--- src/pfoq_pkg.sv ---
// ----------------------------------------------------------------------------
// pfoq_pkg
// Types and codes shared by the packet forwarder output queue blocks.
// ----------------------------------------------------------------------------
package pfoq_pkg;

  localparam logic [1:0] FUNC_PKT    = 2'd0;
  localparam logic [1:0] FUNC_FINISH = 2'd1;
  localparam logic [1:0] FUNC_ROUTE  = 2'd2;

  localparam logic [2:0] ACT_NONE         = 3'd0;
  localparam logic [2:0] ACT_LOCAL        = 3'd1;
  localparam logic [2:0] ACT_SENT         = 3'd2;
  localparam logic [2:0] ACT_QUEUED       = 3'd3;
  localparam logic [2:0] ACT_DROP_UNREACH = 3'd4;
  localparam logic [2:0] ACT_DROP_FULL    = 3'd5;

  localparam int REG_MY_ADDRESS     = 0;
  localparam int REG_FRAME_CAPACITY = 1;
  localparam int REG_PORTS_IN_USE   = 2;

  // Command classes handed from the front end to the back end.
  localparam logic [1:0] CMD_NONE   = 2'd0;
  localparam logic [1:0] CMD_RESULT = 2'd1;  // result fully decided by front end
  localparam logic [1:0] CMD_FWD    = 2'd2;  // forward to a port
  localparam logic [1:0] CMD_FINISH = 2'd3;  // transmission finished

  typedef struct packed {
    logic [1:0]  cmd;
    logic [2:0]  action;
    logic [2:0]  port;
    logic [15:0] tag;
    logic [7:0]  hops;
    logic [15:0] length;
  } cmd_t;

  typedef struct packed {
    logic [2:0]  action;
    logic [2:0]  port;
    logic [15:0] tag;
    logic [7:0]  hops;
    logic [15:0] length;
  } res_t;

endpackage

--- src/pfoq_outq.sv ---
// ----------------------------------------------------------------------------
// pfoq_outq
// Two-entry result queue driving the pop side.
// ----------------------------------------------------------------------------
module pfoq_outq (
  input  logic           clk,
  input  logic           rst_n,
  input  logic           wr_valid,
  output logic           wr_ready,
  input  pfoq_pkg::res_t wr_data,
  output logic           empty,
  input  logic           pop,
  output pfoq_pkg::res_t rd_data
);

  pfoq_pkg::res_t mem_r [2];
  logic           wp_r, rp_r;
  logic [1:0]     cnt_r;
  logic           w, r;

  assign wr_ready = cnt_r != 2'd2;
  assign empty    = cnt_r == 2'd0;
  assign w = wr_valid && wr_ready;
  assign r = pop && !empty;
  assign rd_data = mem_r[rp_r];

  always_ff @(posedge clk) begin
    if (!rst_n) begin
      wp_r  <= 1'b0;
      rp_r  <= 1'b0;
      cnt_r <= 2'd0;
    end else begin
      if (w) begin
        wp_r <= !wp_r;
      end
      if (r) begin
        rp_r <= !rp_r;
      end
      cnt_r <= cnt_r + 2'(w) - 2'(r);
    end
    if (w) begin
      mem_r[wp_r] <= wr_data;
    end
  end

endmodule

--- config.mk ---
export PLATFORM = sky130hd
export DESIGN_NAME = pfoq_outq
export DESIGN_NICKNAME = d
export VERILOG_FILES = /design/src/pfoq_pkg.sv /design/src/pfoq_outq.sv
export SDC_FILE = /design/constraint.sdc
export NUM_CORES = 1
export LEC_CHECK = 0
export BUFFER_PORTS_ARGS = -buffer_cell sky130_fd_sc_hd__buf_2
export CORE_AREA = 2 2 107 109
export DETAILED_ROUTE_END_ITERATION = 8
export DIE_AREA = 0 0 109 111
export GPL_ROUTABILITY_DRIVEN = 1
export PLACE_DENSITY = 0.6
export SLEW_MARGIN = 20
export SYNTH_ARGS = -nofsm -noshare
export SYNTH_HDL_FRONTEND = slang
export SYNTH_SLANG_ARGS = --single-unit
--- constraint.sdc ---
create_clock -name clk -period 4.32 [get_ports clk]
set_clock_uncertainty 0.05 [all_clocks]
set_input_delay 0 -clock clk [delete_from_list [all_inputs] [get_ports clk]]
set_output_delay 0 -clock clk [all_outputs]
set_load 0.02 [all_outputs]
Word level (Yosys, flattened, before mapping)
Memory sizes are Yosys's and may differ from the RTL's. A register that Yosys moved wholly into a read port is not among the register bits.
Cells that the tools add are included.
{"block": "totals", "ramBits": 92, "word_cells": 17, "regBits": 4, "inputBits": 50, "n_memories": 1}
{"memory": "mem_r", "words": 2, "word_bits": 46, "read_ports": 1, "rd_ports_with_merged_regs": 1, "write_ports": 1, "line": "pfoq_outq.sv:16", "rtl": "pfoq_pkg::res_t mem_r [2];"}
{"block": "op_classes", "reduce_logical": 6, "n_mux": 4, "n_eq_ne": 1, "addsub": 2}
{"op": "1-bit 2-to-1 mux", "n": 4}
{"op": "1-bit logical NOT", "n": 3}
{"op": "2-bit by 1-bit adder with 2-bit output", "n": 1}
{"op": "1-bit logical AND", "n": 2}
{"op": "2-bit logical NOT", "n": 1}
{"op": "2-bit inequality test, second input constant", "n": 1}
{"op": "2-bit by 1-bit subtractor with 2-bit output", "n": 1}

Logic depth before layout (Yosys ltp)
{"block": "depth", "depth_word": 5, "ltp_mapped": 8, "mapped_depth_nobuf": 8}

Worst setup path after synthesis
Ideal clock, no wire load.
{"block": "synth_path", "path_type": "register -> register", "from": "reg cnt_r[0]", "to": "mem mem_r[0][0] in the netlist's numbering, enable pin", "path_stages_with_launch": 4, "required_ns": 3.820, "setup_slack_ns": 1.121, "t_arrival_ns": 2.699, "setup_ns": 0.450, "path_buffers": 0, "path_cell_list": "dfxtp_1 > nand2b_1 > nand2_1 > nor2_1"}
{"block": "synth_via", "elab_chain_len": 4}
{"element": "start: declaration", "line": "pfoq_outq.sv:18", "rtl": "logic [1:0] cnt_r;"}
{"element": "start signal: assignment", "line": "pfoq_outq.sv:39", "rtl": "cnt_r <= cnt_r + 2'(w) - 2'(r);"}
{"element": "2-bit inequality test", "line": "pfoq_outq.sv:21", "rtl": "assign wr_ready = cnt_r != 2'd2;"}
{"element": "net wr_ready", "line": "pfoq_outq.sv:9", "rtl": "output logic wr_ready,"}
{"element": "1-bit logical AND", "line": "pfoq_outq.sv:23", "rtl": "assign w = wr_valid && wr_ready;"}
{"element": "1-bit 2-to-1 mux", "line": "pfoq_outq.sv:41", "rtl": "if (w) begin"}
{"element": "1-bit 2-to-1 mux (not written as such)", "line": "pfoq_outq.sv:42", "rtl": "mem_r[wp_r] <= wr_data;"}
{"element": "end: declaration", "line": "pfoq_outq.sv:16"}
The timed path passes the listed nets, and every way through them passes these cells.

Worst setup path in the final report
{"block": "layout_path", "from": "reg cnt_r[0]", "to": "mem mem_r[1][29] in the netlist's numbering, enable pin"}
{"block": "layout_via", "elab_chain_len": 4}
{"element": "2-bit inequality test", "line": "pfoq_outq.sv:21"}
{"element": "1-bit logical AND", "line": "pfoq_outq.sv:23"}
{"element": "1-bit 2-to-1 mux", "line": "pfoq_outq.sv:41"}
{"element": "1-bit 2-to-1 mux (not written as such)", "line": "pfoq_outq.sv:42"}
Every way passes these cells.

==> results.yml <==
route:
  drt_iter0_drc: 75
  detail-route-antenna-nets: 0
  avgRoutedWirePerCell_um: 13.64
  routed_via_density: 4.139
  dr.pass1.iters: 4
  drc: 0
  routed_wl_um: 6395
  vias: 1941
synthesis:
  syn_area_per_cell_um2: 22.48
  yosysSeqAreaShare: 0.7627
  yosysTopAreaCell: "edfxtp_1"
  synth-warning-count: 0
  synth_area_um2: 3754
  synth_nets: 219
  synth_seq_cells: 97
  yosysTopAreaCellShare: 0.7360
  synth_cells: 167
  synth_area_leaders: "edfxtp_1 74%, mux2_4 16%, dfxtp_1 2.7%"
  synth.distinct_cells: 17
power:
  p_sw_w: 0.0007966
  seqPwrFrac: 0.444
  peakVddDrop_mv: 0.2353
  p_leak_nw: 2.029
  p_sw_frac: 0.2735
  power_w: 0.002912
  p_int_w: 0.002116
  powerDensity_nw_per_um2: 562.3
  comb_power_share: 0.264
  p_clk_frac: 0.292
die:
  dieArea_um2: 12100
  initial_utilization: 0.3389
  die-height_um: 111
  ios: 98
  die_x_um: 109
  core_area_um2: 11080
  std_cell_rows: 39
grt:
  grt_usage: 0.1061
  antenna_found_initial: 1
  grt_max_degree: 47
  overflow: 0
  grt_pass1_wl_um: 9535
  grt_pass1_vias: 1981
worst_setup_path:
  path_cells: "nand2b_1, and3_2, buf_4"
  r2r_setup_slack_ns: 2.38
  slowest_delay_ns: 0.58
  end_kind: "register"
  required_ns: 4.26
  cpMaxStageDelayCell: "and3_2"
  cp_data_arrival_time_ns: 1.88
  r2r_start: "cnt_r[0]"
  critPathKind: "register to register"
  cp_max_fo: 24
  r2r_end: "mem_r[1][29]"
  cp_top_family: "simple AND/OR/NAND/NOR gates"
  reg2reg_depth: 3
  start_kind: "register"
  critical_path_buf_inv_count: 1
clocking:
  numCtsBuffers: 9
  h-tree-depth: 3
  clk_latency_ns: 0.33
  cts_buffer_depth: 2
  path_clk_slew_ns: 0.06
  cts_tree: "yes"
  root_buffer: "clkbuf_16"
  cts_resized: 0
  cts_sinks: 97
sta:
  fmax_mhz: 516.6
  final.min_clock_period_ns: 1.936
  slew_headroom: 0.4260
  finalSetupViolations: 0
  setup_tns_ns: 0
  hold_viol_final: 0
  tightest_slew_ns: 0.8610
  drv_slew: 0
  post-route-period-util: 0.4480
  finalHoldWorstSlack_ns: 0.02291
  rsz0062_at_grt: "no"
run_status:
  status: "complete, no violations"
finish:
  fillers: 952
  syn_to_final_growth_pct: 37.97
  finalNetCount: 372
  drive_gt1_frac: 0.4985
  regArea_um2: 2867
  multiInputGateArea_um2: 804.5
place:
  globalplace.congestion: 0.6136
  dp_hpwl_um: 3824
  port_buffers: 97
worst_hold_path:
  whs_endpoint: "wp_r"
  hold_path_startpoint: "wr_valid"
  hp-class: "primary input to register"
  whs_path_depth: 3
job:
  cap_violations: 0
-- synth_stat cells, drive strengths merged --
master / n
and2: 2
and3: 1
buf: 5
dfxtp: 5
edfxtp: 92
ha: 2
inv: 1
mux2: 46
mux2i: 1
nand2: 2
nand2b: 2
nor2: 2
nor2b: 2
o21a: 1
xnor2: 3
-- sequential cells by signal, indices dropped and copies added (netlist names), named ones only --
name / flops
rp_r: 1
cnt_r: 2
wp_r: 1
mem_r: 92
-- metal layers --
layer,vias up,global-route usage,part of all wire
li1,955,-,-
met1,923,0.1210,0.42
met2,57,0.1805,0.51
met3,6,0.03645,0.057
met4,0,0.04103,0.012
met5,-,0,0
-- how the worst max path moves through the flow --
stage	from	endpoint	slack (ns)	depth (start not counted)
floorplan	cnt_r[0]	mem_r[0][0]	1.12	3
global placement	cnt_r[0]	mem_r[0][30]	2.07	4
detailed placement	cnt_r[0]	mem_r[0][32]	2.03	4
CTS	cnt_r[0]	mem_r[0][14]	2.00	4
global route	cnt_r[0]	mem_r[1][29]	2.20	3
finish	cnt_r[0]	mem_r[1][29]	2.38	3
-- area by class of cell --
class,count,area share
diodes,1,0.0004832
well taps,143,0.03455
repair buffers,147,0.1928
multi-input cells,64,0.1554
clock buffers,14,0.05098
flip-flops and latches,97,0.5535
inverters,1,0.0007248
clock inverters,2,0.01160
-- cells by family after synthesis --
| group | after synthesis | synth area share |
|---|---|---|
| DFF | 97 | 0.7627 |
| muxes | 47 | 0.1807 |
| and+or+nand+nor | 11 | 0.01567 |
| buffers and inverters | 6 | 0.02533 |
| xor gates and xnor gates | 3 | 0.007001 |
| adders and majority gates | 2 | 0.006666 |
| AOI/OAI and AO/OA | 1 | 0.002001 |
-- placed cells by master, fill, tap and decap left out --
| cell | count |
|---|---|
| and2_1 | 2 |
| and3_2 | 1 |
| buf_16 | 1 |
| buf_2 | 97 |
| buf_4 | 2 |
| bufinv_16 | 2 |
| clkbuf_1 | 3 |
| clkbuf_16 | 9 |
| clkbuf_8 | 2 |
| dfxtp_1 | 4 |
| dfxtp_4 | 1 |
| diode_2 | 1 |
| dlygate4sd3_1 | 47 |
| edfxtp_1 | 92 |
| ha_1 | 2 |
| inv_1 | 1 |
| mux2_2 | 6 |
| mux2_4 | 40 |
| mux2i_1 | 1 |
| nand2_1 | 2 |
| nand2b_1 | 2 |
| nor2_1 | 1 |
| nor2_4 | 1 |
| nor2b_1 | 2 |
| o21a_1 | 1 |
| xnor2_1 | 3 |
-- per-stage QoR --
step                setup WS, ns  std cells  utilization  cell area (µm²)
CTS                        1.997        467       0.4648             5149
detailed placement         2.029        404       0.3931             4354
floorplan                  1.121        167            -             3754
global route               2.205        469       0.4675             5179
global placement           2.068        404       0.3931             4354
finish                     2.384        469       0.4675             5179
-- power by group through the flow --
| stage | Sequential [W] | Clock [W] | Combinational (W) |
|---|---|---|---|
| global placement | 0.00131 | 0 | 0.000729 |
| global route | 0.00131 | 0.000906 | 0.000821 |
| floorplan | 0.00124 | 0 | 0.000638 |
| detailed placement | 0.00132 | 0 | 0.000732 |
| CTS | 0.00130 | 0.000873 | 0.000768 |
| finish | 0.00129 | 0.000851 | 0.000768 |
-- worst register-to-register path, cell delays in order (launching register included) --
cell and delay [ns]:
dfxtp_1 0.37, nand2b_1 0.15, and3_2 0.58, buf_4 0.44
-- timing repair --
action	CTS	global route
endpoints found under the hold margin	97	0
setup buffers	0	0
endpoints found under the setup margin	0	0
hold buffers	47	0
Power figures use the tool's default switching activity.
