--- src/pfoq_pkg.sv ---
// ----------------------------------------------------------------------------
// pfoq_pkg
// Types and codes shared by the packet forwarder output queue blocks.
// ----------------------------------------------------------------------------
package pfoq_pkg;

  localparam logic [1:0] FUNC_PKT    = 2'd0;
  localparam logic [1:0] FUNC_FINISH = 2'd1;
  localparam logic [1:0] FUNC_ROUTE  = 2'd2;

  localparam logic [2:0] ACT_NONE         = 3'd0;
  localparam logic [2:0] ACT_LOCAL        = 3'd1;
  localparam logic [2:0] ACT_SENT         = 3'd2;
  localparam logic [2:0] ACT_QUEUED       = 3'd3;
  localparam logic [2:0] ACT_DROP_UNREACH = 3'd4;
  localparam logic [2:0] ACT_DROP_FULL    = 3'd5;

  localparam int REG_MY_ADDRESS     = 0;
  localparam int REG_FRAME_CAPACITY = 1;
  localparam int REG_PORTS_IN_USE   = 2;

  // Command classes handed from the front end to the back end.
  localparam logic [1:0] CMD_NONE   = 2'd0;
  localparam logic [1:0] CMD_RESULT = 2'd1;  // result fully decided by front end
  localparam logic [1:0] CMD_FWD    = 2'd2;  // forward to a port
  localparam logic [1:0] CMD_FINISH = 2'd3;  // transmission finished

  typedef struct packed {
    logic [1:0]  cmd;
    logic [2:0]  action;
    logic [2:0]  port;
    logic [15:0] tag;
    logic [7:0]  hops;
    logic [15:0] length;
  } cmd_t;

  typedef struct packed {
    logic [2:0]  action;
    logic [2:0]  port;
    logic [15:0] tag;
    logic [7:0]  hops;
    logic [15:0] length;
  } res_t;

endpackage

--- src/pfoq_ram.sv ---
// ----------------------------------------------------------------------------
// pfoq_ram
// Generic single-write, single-read RAM with registered read data.
// ----------------------------------------------------------------------------
module pfoq_ram #(
  parameter int WIDTH = 8,
  parameter int DEPTH = 16
) (
  input  logic                     clk,
  input  logic                     we,
  input  logic [$clog2(DEPTH)-1:0] waddr,
  input  logic [WIDTH-1:0]         wdata,
  input  logic [$clog2(DEPTH)-1:0] raddr,
  output logic [WIDTH-1:0]         rdata
);

  logic [WIDTH-1:0] mem [DEPTH];

  always_ff @(posedge clk) begin
    if (we) begin
      mem[waddr] <= wdata;
    end
    rdata <= mem[raddr];
  end

endmodule

--- src/pfoq_front.sv ---
// ----------------------------------------------------------------------------
// pfoq_front
// Accepts items, writes or looks up the route table and classifies each item into a
// command for the back end.
// ----------------------------------------------------------------------------
module pfoq_front #(
  parameter int NUM_PORTS  = 8,
  parameter int ADDR_COUNT = 256,
  parameter int RTW        = 8
) (
  input  logic            clk,
  input  logic            rst_n,
  input  logic            in_push,
  output logic            in_full,
  input  logic [1:0]      in_func,
  input  logic [7:0]      in_dest_addr,
  input  logic [15:0]     in_packet_tag,
  input  logic [7:0]      in_hop_count,
  input  logic [15:0]     in_byte_length,
  input  logic            in_forced_valid,
  input  logic [7:0]      in_forced_port,
  input  logic [2:0]      in_port,
  input  logic [7:0]      in_route_addr,
  input  logic            in_route_valid,
  input  logic [7:0]      my_address,
  input  logic [3:0]      ports_in_use,
  output logic            cmd_valid,
  input  logic            cmd_ready,
  output pfoq_pkg::cmd_t  cmd
);

  logic [ADDR_COUNT-1:0] rt_valid_r;
  logic                  st_r, st_nxt;   // 1: item held for the back end
  logic [1:0]            func_r;
  logic [7:0]            dest_r, hops_r;
  logic [15:0]           tag_r, len_r;
  logic                  fsel_r;
  logic [2:0]            fport_r, port_r;
  logic [2:0]            rt_rdata;
  logic                  rt_we, acc;
  logic                  dest_in_tbl, raddr_in_tbl;
  logic [RTW-1:0]        rd_idx, wr_idx;
  logic                  rt_ok;
  logic [8:0]            piu;
  logic [7:0]            nh;

  assign in_full = st_r;
  assign acc     = in_push && !st_r;
  assign dest_in_tbl  = 32'(in_dest_addr) < ADDR_COUNT;
  assign raddr_in_tbl = 32'(in_route_addr) < ADDR_COUNT;
  // Hold the lookup address while the item waits for the back end.
  assign rd_idx = st_r ? RTW'(dest_r) : RTW'(in_dest_addr);
  assign wr_idx = RTW'(in_route_addr);
  assign rt_we  = acc && in_func == pfoq_pkg::FUNC_ROUTE && raddr_in_tbl;
  assign piu = (32'(ports_in_use) > NUM_PORTS) ? 9'(NUM_PORTS) : 9'(ports_in_use);

  pfoq_ram #(.WIDTH(3), .DEPTH(ADDR_COUNT)) u_rt (
    .clk(clk), .we(rt_we), .waddr(wr_idx), .wdata(in_port),
    .raddr(rd_idx), .rdata(rt_rdata)
  );

  logic rtv_r;

  always_ff @(posedge clk) begin
    if (!rst_n) begin
      rt_valid_r <= '0;
      st_r       <= 1'b0;
    end else begin
      st_r <= st_nxt;
      if (rt_we) begin
        rt_valid_r[wr_idx] <= in_route_valid;
      end
    end
    if (acc) begin
      func_r  <= in_func;
      dest_r  <= in_dest_addr;
      hops_r  <= in_hop_count;
      tag_r   <= in_packet_tag;
      len_r   <= in_byte_length;
      fsel_r  <= in_forced_valid && ({1'b0, in_forced_port} < piu);
      fport_r <= in_forced_port[2:0];
      port_r  <= in_port;
      rtv_r   <= dest_in_tbl && rt_valid_r[rd_idx];
    end
  end

  always_comb begin
    st_nxt = st_r;
    if (acc) begin
      st_nxt = 1'b1;
    end else if (st_r && cmd_ready) begin
      st_nxt = 1'b0;
    end
  end

  assign rt_ok = rtv_r && (32'(rt_rdata) < NUM_PORTS);
  assign nh = (hops_r == 8'hFF) ? 8'hFF : hops_r + 8'd1;
  assign cmd_valid = st_r;

  always_comb begin
    cmd = '0;
    cmd.tag = tag_r;
    cmd.hops = hops_r;
    cmd.length = len_r;
    case (func_r)
      pfoq_pkg::FUNC_PKT: begin
        if (dest_r == my_address) begin
          cmd.cmd = pfoq_pkg::CMD_RESULT;
          cmd.action = pfoq_pkg::ACT_LOCAL;
        end else if (fsel_r) begin
          cmd.cmd = pfoq_pkg::CMD_FWD;
          cmd.port = fport_r;
          cmd.hops = nh;
        end else if (rt_ok) begin
          cmd.cmd = pfoq_pkg::CMD_FWD;
          cmd.port = rt_rdata;
          cmd.hops = nh;
        end else begin
          cmd.cmd = pfoq_pkg::CMD_RESULT;
          cmd.action = pfoq_pkg::ACT_DROP_UNREACH;
        end
      end
      pfoq_pkg::FUNC_FINISH: begin
        cmd.cmd = (32'(port_r) < NUM_PORTS) ? pfoq_pkg::CMD_FINISH : pfoq_pkg::CMD_NONE;
        cmd.port = port_r;
      end
      default: begin
        cmd.cmd = pfoq_pkg::CMD_NONE;
      end
    endcase
    if (cmd.cmd == pfoq_pkg::CMD_NONE) begin
      cmd.port = '0;
      cmd.tag = '0;
      cmd.hops = '0;
      cmd.length = '0;
    end
  end

endmodule

--- config.mk ---
export PLATFORM = sky130hd
export DESIGN_NAME = pfoq_front
export DESIGN_NICKNAME = d
export VERILOG_FILES = /design/src/pfoq_pkg.sv /design/src/pfoq_ram.sv /design/src/pfoq_front.sv
export SDC_FILE = /design/constraint.sdc
export NUM_CORES = 2
export LEC_CHECK = 0
export ABC_AREA = 1
export BUFFER_PORTS_ARGS = -buffer_cell sky130_fd_sc_hd__buf_4
export CAP_MARGIN = 20
export CORE_MARGIN = 8
export CORE_UTILIZATION = 35
export DETAILED_ROUTE_END_ITERATION = 12
export PLACE_DENSITY = 0.61
export SLEW_MARGIN = 20
export SYNTH_ARGS = -nofsm -noshare
export SYNTH_HDL_FRONTEND = slang
export SYNTH_SLANG_ARGS = --single-unit
--- constraint.sdc ---
create_clock -name clk -period 2.9 [get_ports clk]
set_input_delay 0.87 -clock clk [delete_from_list [all_inputs] [get_ports clk]]
set_output_delay 0.87 -clock clk [all_outputs]
set_load 0.01 [all_outputs]
# Word level (Yosys, flattened, before mapping)
# Memories as Yosys holds them, arrays and structs flattened. A register that Yosys moved wholly into a read port is not among the register bits.
# Cells that the tools add are included.
# classes
reduce_logical	9
n_eq_ne	4
addsub	1
order_cmp	5
div	0
multipliers	0
bitwise	0
shifts	0
mux	28
# ops
op	count
$bwmux W256	1
$mux W8	6
$mux W43	1
$lt A8 B9 Y1 const B	2
$mux W3	6
$add A8 B1 Y8 const B	1
$bmux W1 S8	1
$demux W1 S8	1
$eq A8 B8 Y1	1
$eq A8 B8 Y1 const B	1
$ge A8 B1 Y1 const B	1
$lt A8 B4 Y1	1
$mux W1	6
$pmux W3 S2	1
$logic_and A1 B1 Y1	5
$mux W5	1
$gt A4 B4 Y1 const B	1
$logic_not A2 Y1	2
$mux W2	2
$mux W4	1
$pmux W2 S2	1
$eq A2 B1 Y1 const B	1
$eq A2 B2 Y1 const B	1
$reduce_bool A2 Y1	1
$logic_not A1 Y1	1
# totals
input_bits	87
regBits	315
mem_bits_ro	0
out_inout_bits	50
word_cells	59
latchBits	0
ram_bits	768
memories	1
# memory_table
name	words	word_bits	read_ports	rd_ports_with_merged_regs	wr	line_no	source
u_rt.mem	256	3	1	1	1	pfoq_ram.sv:17	logic [WIDTH-1:0] mem [DEPTH];

# Longest topological paths before layout
# depth
word_depth	7
mapped_depth	16
depth_no_buf	13

# By module
# Synthesis repeated with hierarchy kept, for this count alone.
# hier_totals
cells_unflattened	5098
area_unflattened_um2	48456.5
# by_module_without_submodules
mod	area_per_inst_um2	cells_per_inst	seq_area_each_um2	n_inst
pfoq_ram	32456.1	2887	23122.2	1
pfoq_front	16000.3	2211	6886.6	1

# Worst setup path after synthesis
# Ideal clock, no wire load.
# synth_path
kind	input to output
startpoint	input my_address[4]
endpoint	output cmd[22] (netlist bit)
n_path_buf	0
path_stages	10
t_required_ps	2030
arrival_ps	2236
setup_slack_ps	-206
cell_sequence	or2_2 > o211ai_1 > nor2_1 > nand2_1 > nand2_1 > nor2_1 > nand2_1 > o21ai_0 > nand2_1 > nor2_1
# synth_rtl
item	line_no	source
from (decl)	pfoq_front.sv:25	input logic [7:0] my_address,
to (decl)	pfoq_front.sv:29	output pfoq_pkg::cmd_t cmd

==> impl_results.md <==
- Mapped Avg Cell Area: 9.04 um^2
- First-pass detailed-route iteration total: 8
- DR iter-0 viols: approximately 3500
- Most numerous cell on the critical path: nand2_2
- Net Count, Synth: 5447
- Max Fclk: between 200 and 300 MHz
- Most common cell after layout, fill and taps aside: nand2_1
- Wire per inst: between 15 and 20 um
- CTS sink count: around 1100
- CTS H-tree lvls: 3
- Top_reg_cell synth: edfxtp_1
- VDD IR max: between 0.0004 and 0.0005 V
- CORE AREA: roughly 140000 um^2
- WHS: around 0.36 ns
- Comb pwr share: 0.115
- CTS tree: built
- Design area: 57900 um^2
- Complex-gate fraction of the synthesized area: 0.0648
- CTS Buffer Depth: 3
- Area growth syn-to-layout: 19.6%
- Placed Cells: 7283
- Critical-path maximum fanout: 7
- Cells after Synth: about 5400
- Transition time at the pin with the least slew margin: between 0.7 and 0.8 ns
- Clock-pin slew on the worst setup and hold paths: around 0.060 ns
- Cell Int Power: ~27 mW
- Number of antenna violations at the first check in global routing: 8
- Fin util: 0.422
- Crit path largest cell delay: 0.36 ns
- Root buffer cell: clkbuf_16
- Top delay family on crit path: simple AND/OR/NAND/NOR gates
- Synth area leaders: edfxtp_1 (51%), dfxtp_1 (11%), nand3_1 (9.6%)
- Vias in the first global route: 36800
- DPL Wire Length: between 90 and 100 mm
- XOR/XNOR Fraction of Synth Area: 0.000724
- Total Routing Usage GR: 0.182
- DP Area: between 50000 and 60000 um^2
- Worst EP arrival: around 2.5 ns
- Sequential share of power: 0.464
- DRC: 0
- # nets final: 5706
- Status: finished with violations
- Yosys cell types: 33
- Cell accounting for the most synthesized area: edfxtp_1
- Later-pin clock latency in the skew report: 0.70 ns
- Critical path capture point type: output pin
- Unrepaired setup endpoints after global routing: yes
- Share of the synthesized area in the top cell type: 0.512
- Multiplexer share of the synthesized area: 0
- Period utilization: 1.16
- Final Max Slew Viols: 0
- Sequential share of the synthesized area: 0.620
- First-pass GRT wire length: between 200 and 250 mm
- Leakage Power: 23.6 nW
- Setup Viol. Count Final: 15
- Net Switching: slightly below 9 mW
- Post-Synth Simple-Gate Area: 0.217
- Routability cong.: slightly below 0.9
- Die H: about 390 um
- Multi-input logic area: between 10000 and 15000 um^2
- Synth Area in Adders: 0.00103
- CP startpoint kind: flip-flop
- Max cap viols: 0
- Overflow after GRT: 0
- Io pins: roughly 140
- Number of enable flip-flop cells after synthesis: roughly 830
- FF+latch area: around 30000 um^2
- Bufs and invs on worst path: 3
- Clock group share of total power: 0.421
- Most frequent cells in the layout: nand2_1 (1135), nand3_1 (927), inv_1 (878)
- Yosys warns: 0
- Worst relative slew slack: 0.485
- Die width: around 390 um
- Hold_buf cts: 0
- Port bufs: between 100 and 150
- Layout Cells excl Fill: ~7500
- DR vias/cell: 5.06
- Flop and latch count out of synthesis: around 1100
- Routed wire length: 142 mm
- Crit path cell chain: inv_2, or2_4, nand4_1, nor2_1, nand2_1, nand2_2, nor2_4, nand2_2, xor2_1, o21ai_1, inv_1, buf_6
- Tmin final: about 3.4 ns
- CP Data Required Time: 2.03 ns
- Hold Violations, Final: 0
- Remaining antenna violation count: 0
- TritonCTS Buffers: 111
- Pwr dens: about 630 nW/um^2
- Num rows: ~140
- Failing checks: setup timing
- Crit Path Class: flip-flop to output pin
- Switching Share: 0.244
- Share of post-route cells with drive strength above 1: 0.121
- Slowest-stage cell, CP: edfxtp_1
- Fillers: between 10000 and 15000
- Synth Cell Area: around 48000 um^2
- Final WS setup: -0.474 ns
- Die area: 151000 um^2
- Pin count of the biggest net entering global routing: between 70 and 80
- Worst Skew: between 0.02 and 0.03 ns
- Hold Path Class: primary input to flip-flop
- Routed via count: approximately 38000
- Largest family of logic cells by synthesized area: simple AND/OR/NAND/NOR gates
- Async SR Flop Fraction: 0
- Initial Util: 0.353
[cell usage after synthesis (all sizes together), types with 2 or more instances]
cell    count
a21oi     261
a22oi       3
buf       156
clkbuf    166
dfxtp     260
edfxtp    826
ha          4
inv       887
nand2    1147
nand3     927
nand3b     19
nand4      10
nor2      331
nor3        3
nor3b       2
nor4        2
o211ai     33
o21ai     305
or2         4
xor2        3
[per-stage QoR]
stage	TNS (ns)	setup slack [ns]	power (mW)
after detailed placement	-3.56	-0.443	21.3
after CTS	-5.54	-0.502	36.5
after global placement	-3.59	-0.468	21.3
final	-5.24	-0.474	36.3
after global routing	-7.79	-0.656	37.4
after floorplan	0	0.00793	19.2
[metal layers]
layer  vias to the layer above  global-route usage  wire (um)
li1                      18100                   -          -
met1                     18200               0.239      58700
met2                      1495               0.303      66000
met3                       275              0.0321      12500
met4                         4              0.0649       5040
met5                         -                   0         24
[cell type report]
cell class | instances | area share
antenna | 3 | 0.000130
clock buffer | 157 | 0.0550
clock inverter | 54 | 0.0125
inverter | 888 | 0.0578
multi-input combinational | 3060 | 0.240
sequential | 1086 | 0.518
tap | 1794 | 0.0388
timing repair buffer | 468 | 0.0777
[power groups by stage]
stage / Sequential, mW / Combinational [mW] / Clock (mW)
6_report: 16.8 / 4.19 / 15.3
5_1_grt: 16.8 / 4.54 / 16.0
4_1_cts: 16.8 / 4.15 / 15.5
3_5_place_dp: 17.2 / 4.12 / 0
3_3_place_gp: 17.2 / 4.09 / 0
2_1_floorplan: 17.1 / 2.10 / 0
[registers in the layout, summed over array words and instances (netlist names)]
signal / count
tag_r: 16
func_r: 2
port_r: 3
fsel_r: 1
rt_valid_r: 256
u_rt.mem: 768
rt_ok: 1
cmd_valid: 1
u_rt.rdata: 3
fport_r: 3
hops_r: 8
dest_r: 8
len_r: 16
[logic make-up after synthesis]
logic type,count (synthesis)
AO/OA/AOI/OAI,606
XOR/XNOR,4
adder cells (fa/ha/maj),4
buffers and inverters,1210
flip-flops,1086
other,1
AND/OR/NAND/NOR,2445
[timing repair]
action                     in CTS  in global routing
gates resized for setup        22                  7
pin swaps                      12                  1
hold endpoints to repair        0                  0
setup buffers                  16                  3
setup endpoints to repair      15                 15
[worst paths after layout]
kind / from / end / slack [ns] / depth (start not counted)
max reg2reg: dest_r[0] / u_rt.rdata[1] / 0.11 / 16
min: in_byte_length[4] / len_r[4] / 0.36 / 1
min reg2reg: rt_valid_r[182] / rt_valid_r[182] / 0.54 / 2
max: dest_r[0] / cmd[20] / -0.47 / 12
Note: power is estimated with default switching activity, not from simulation.
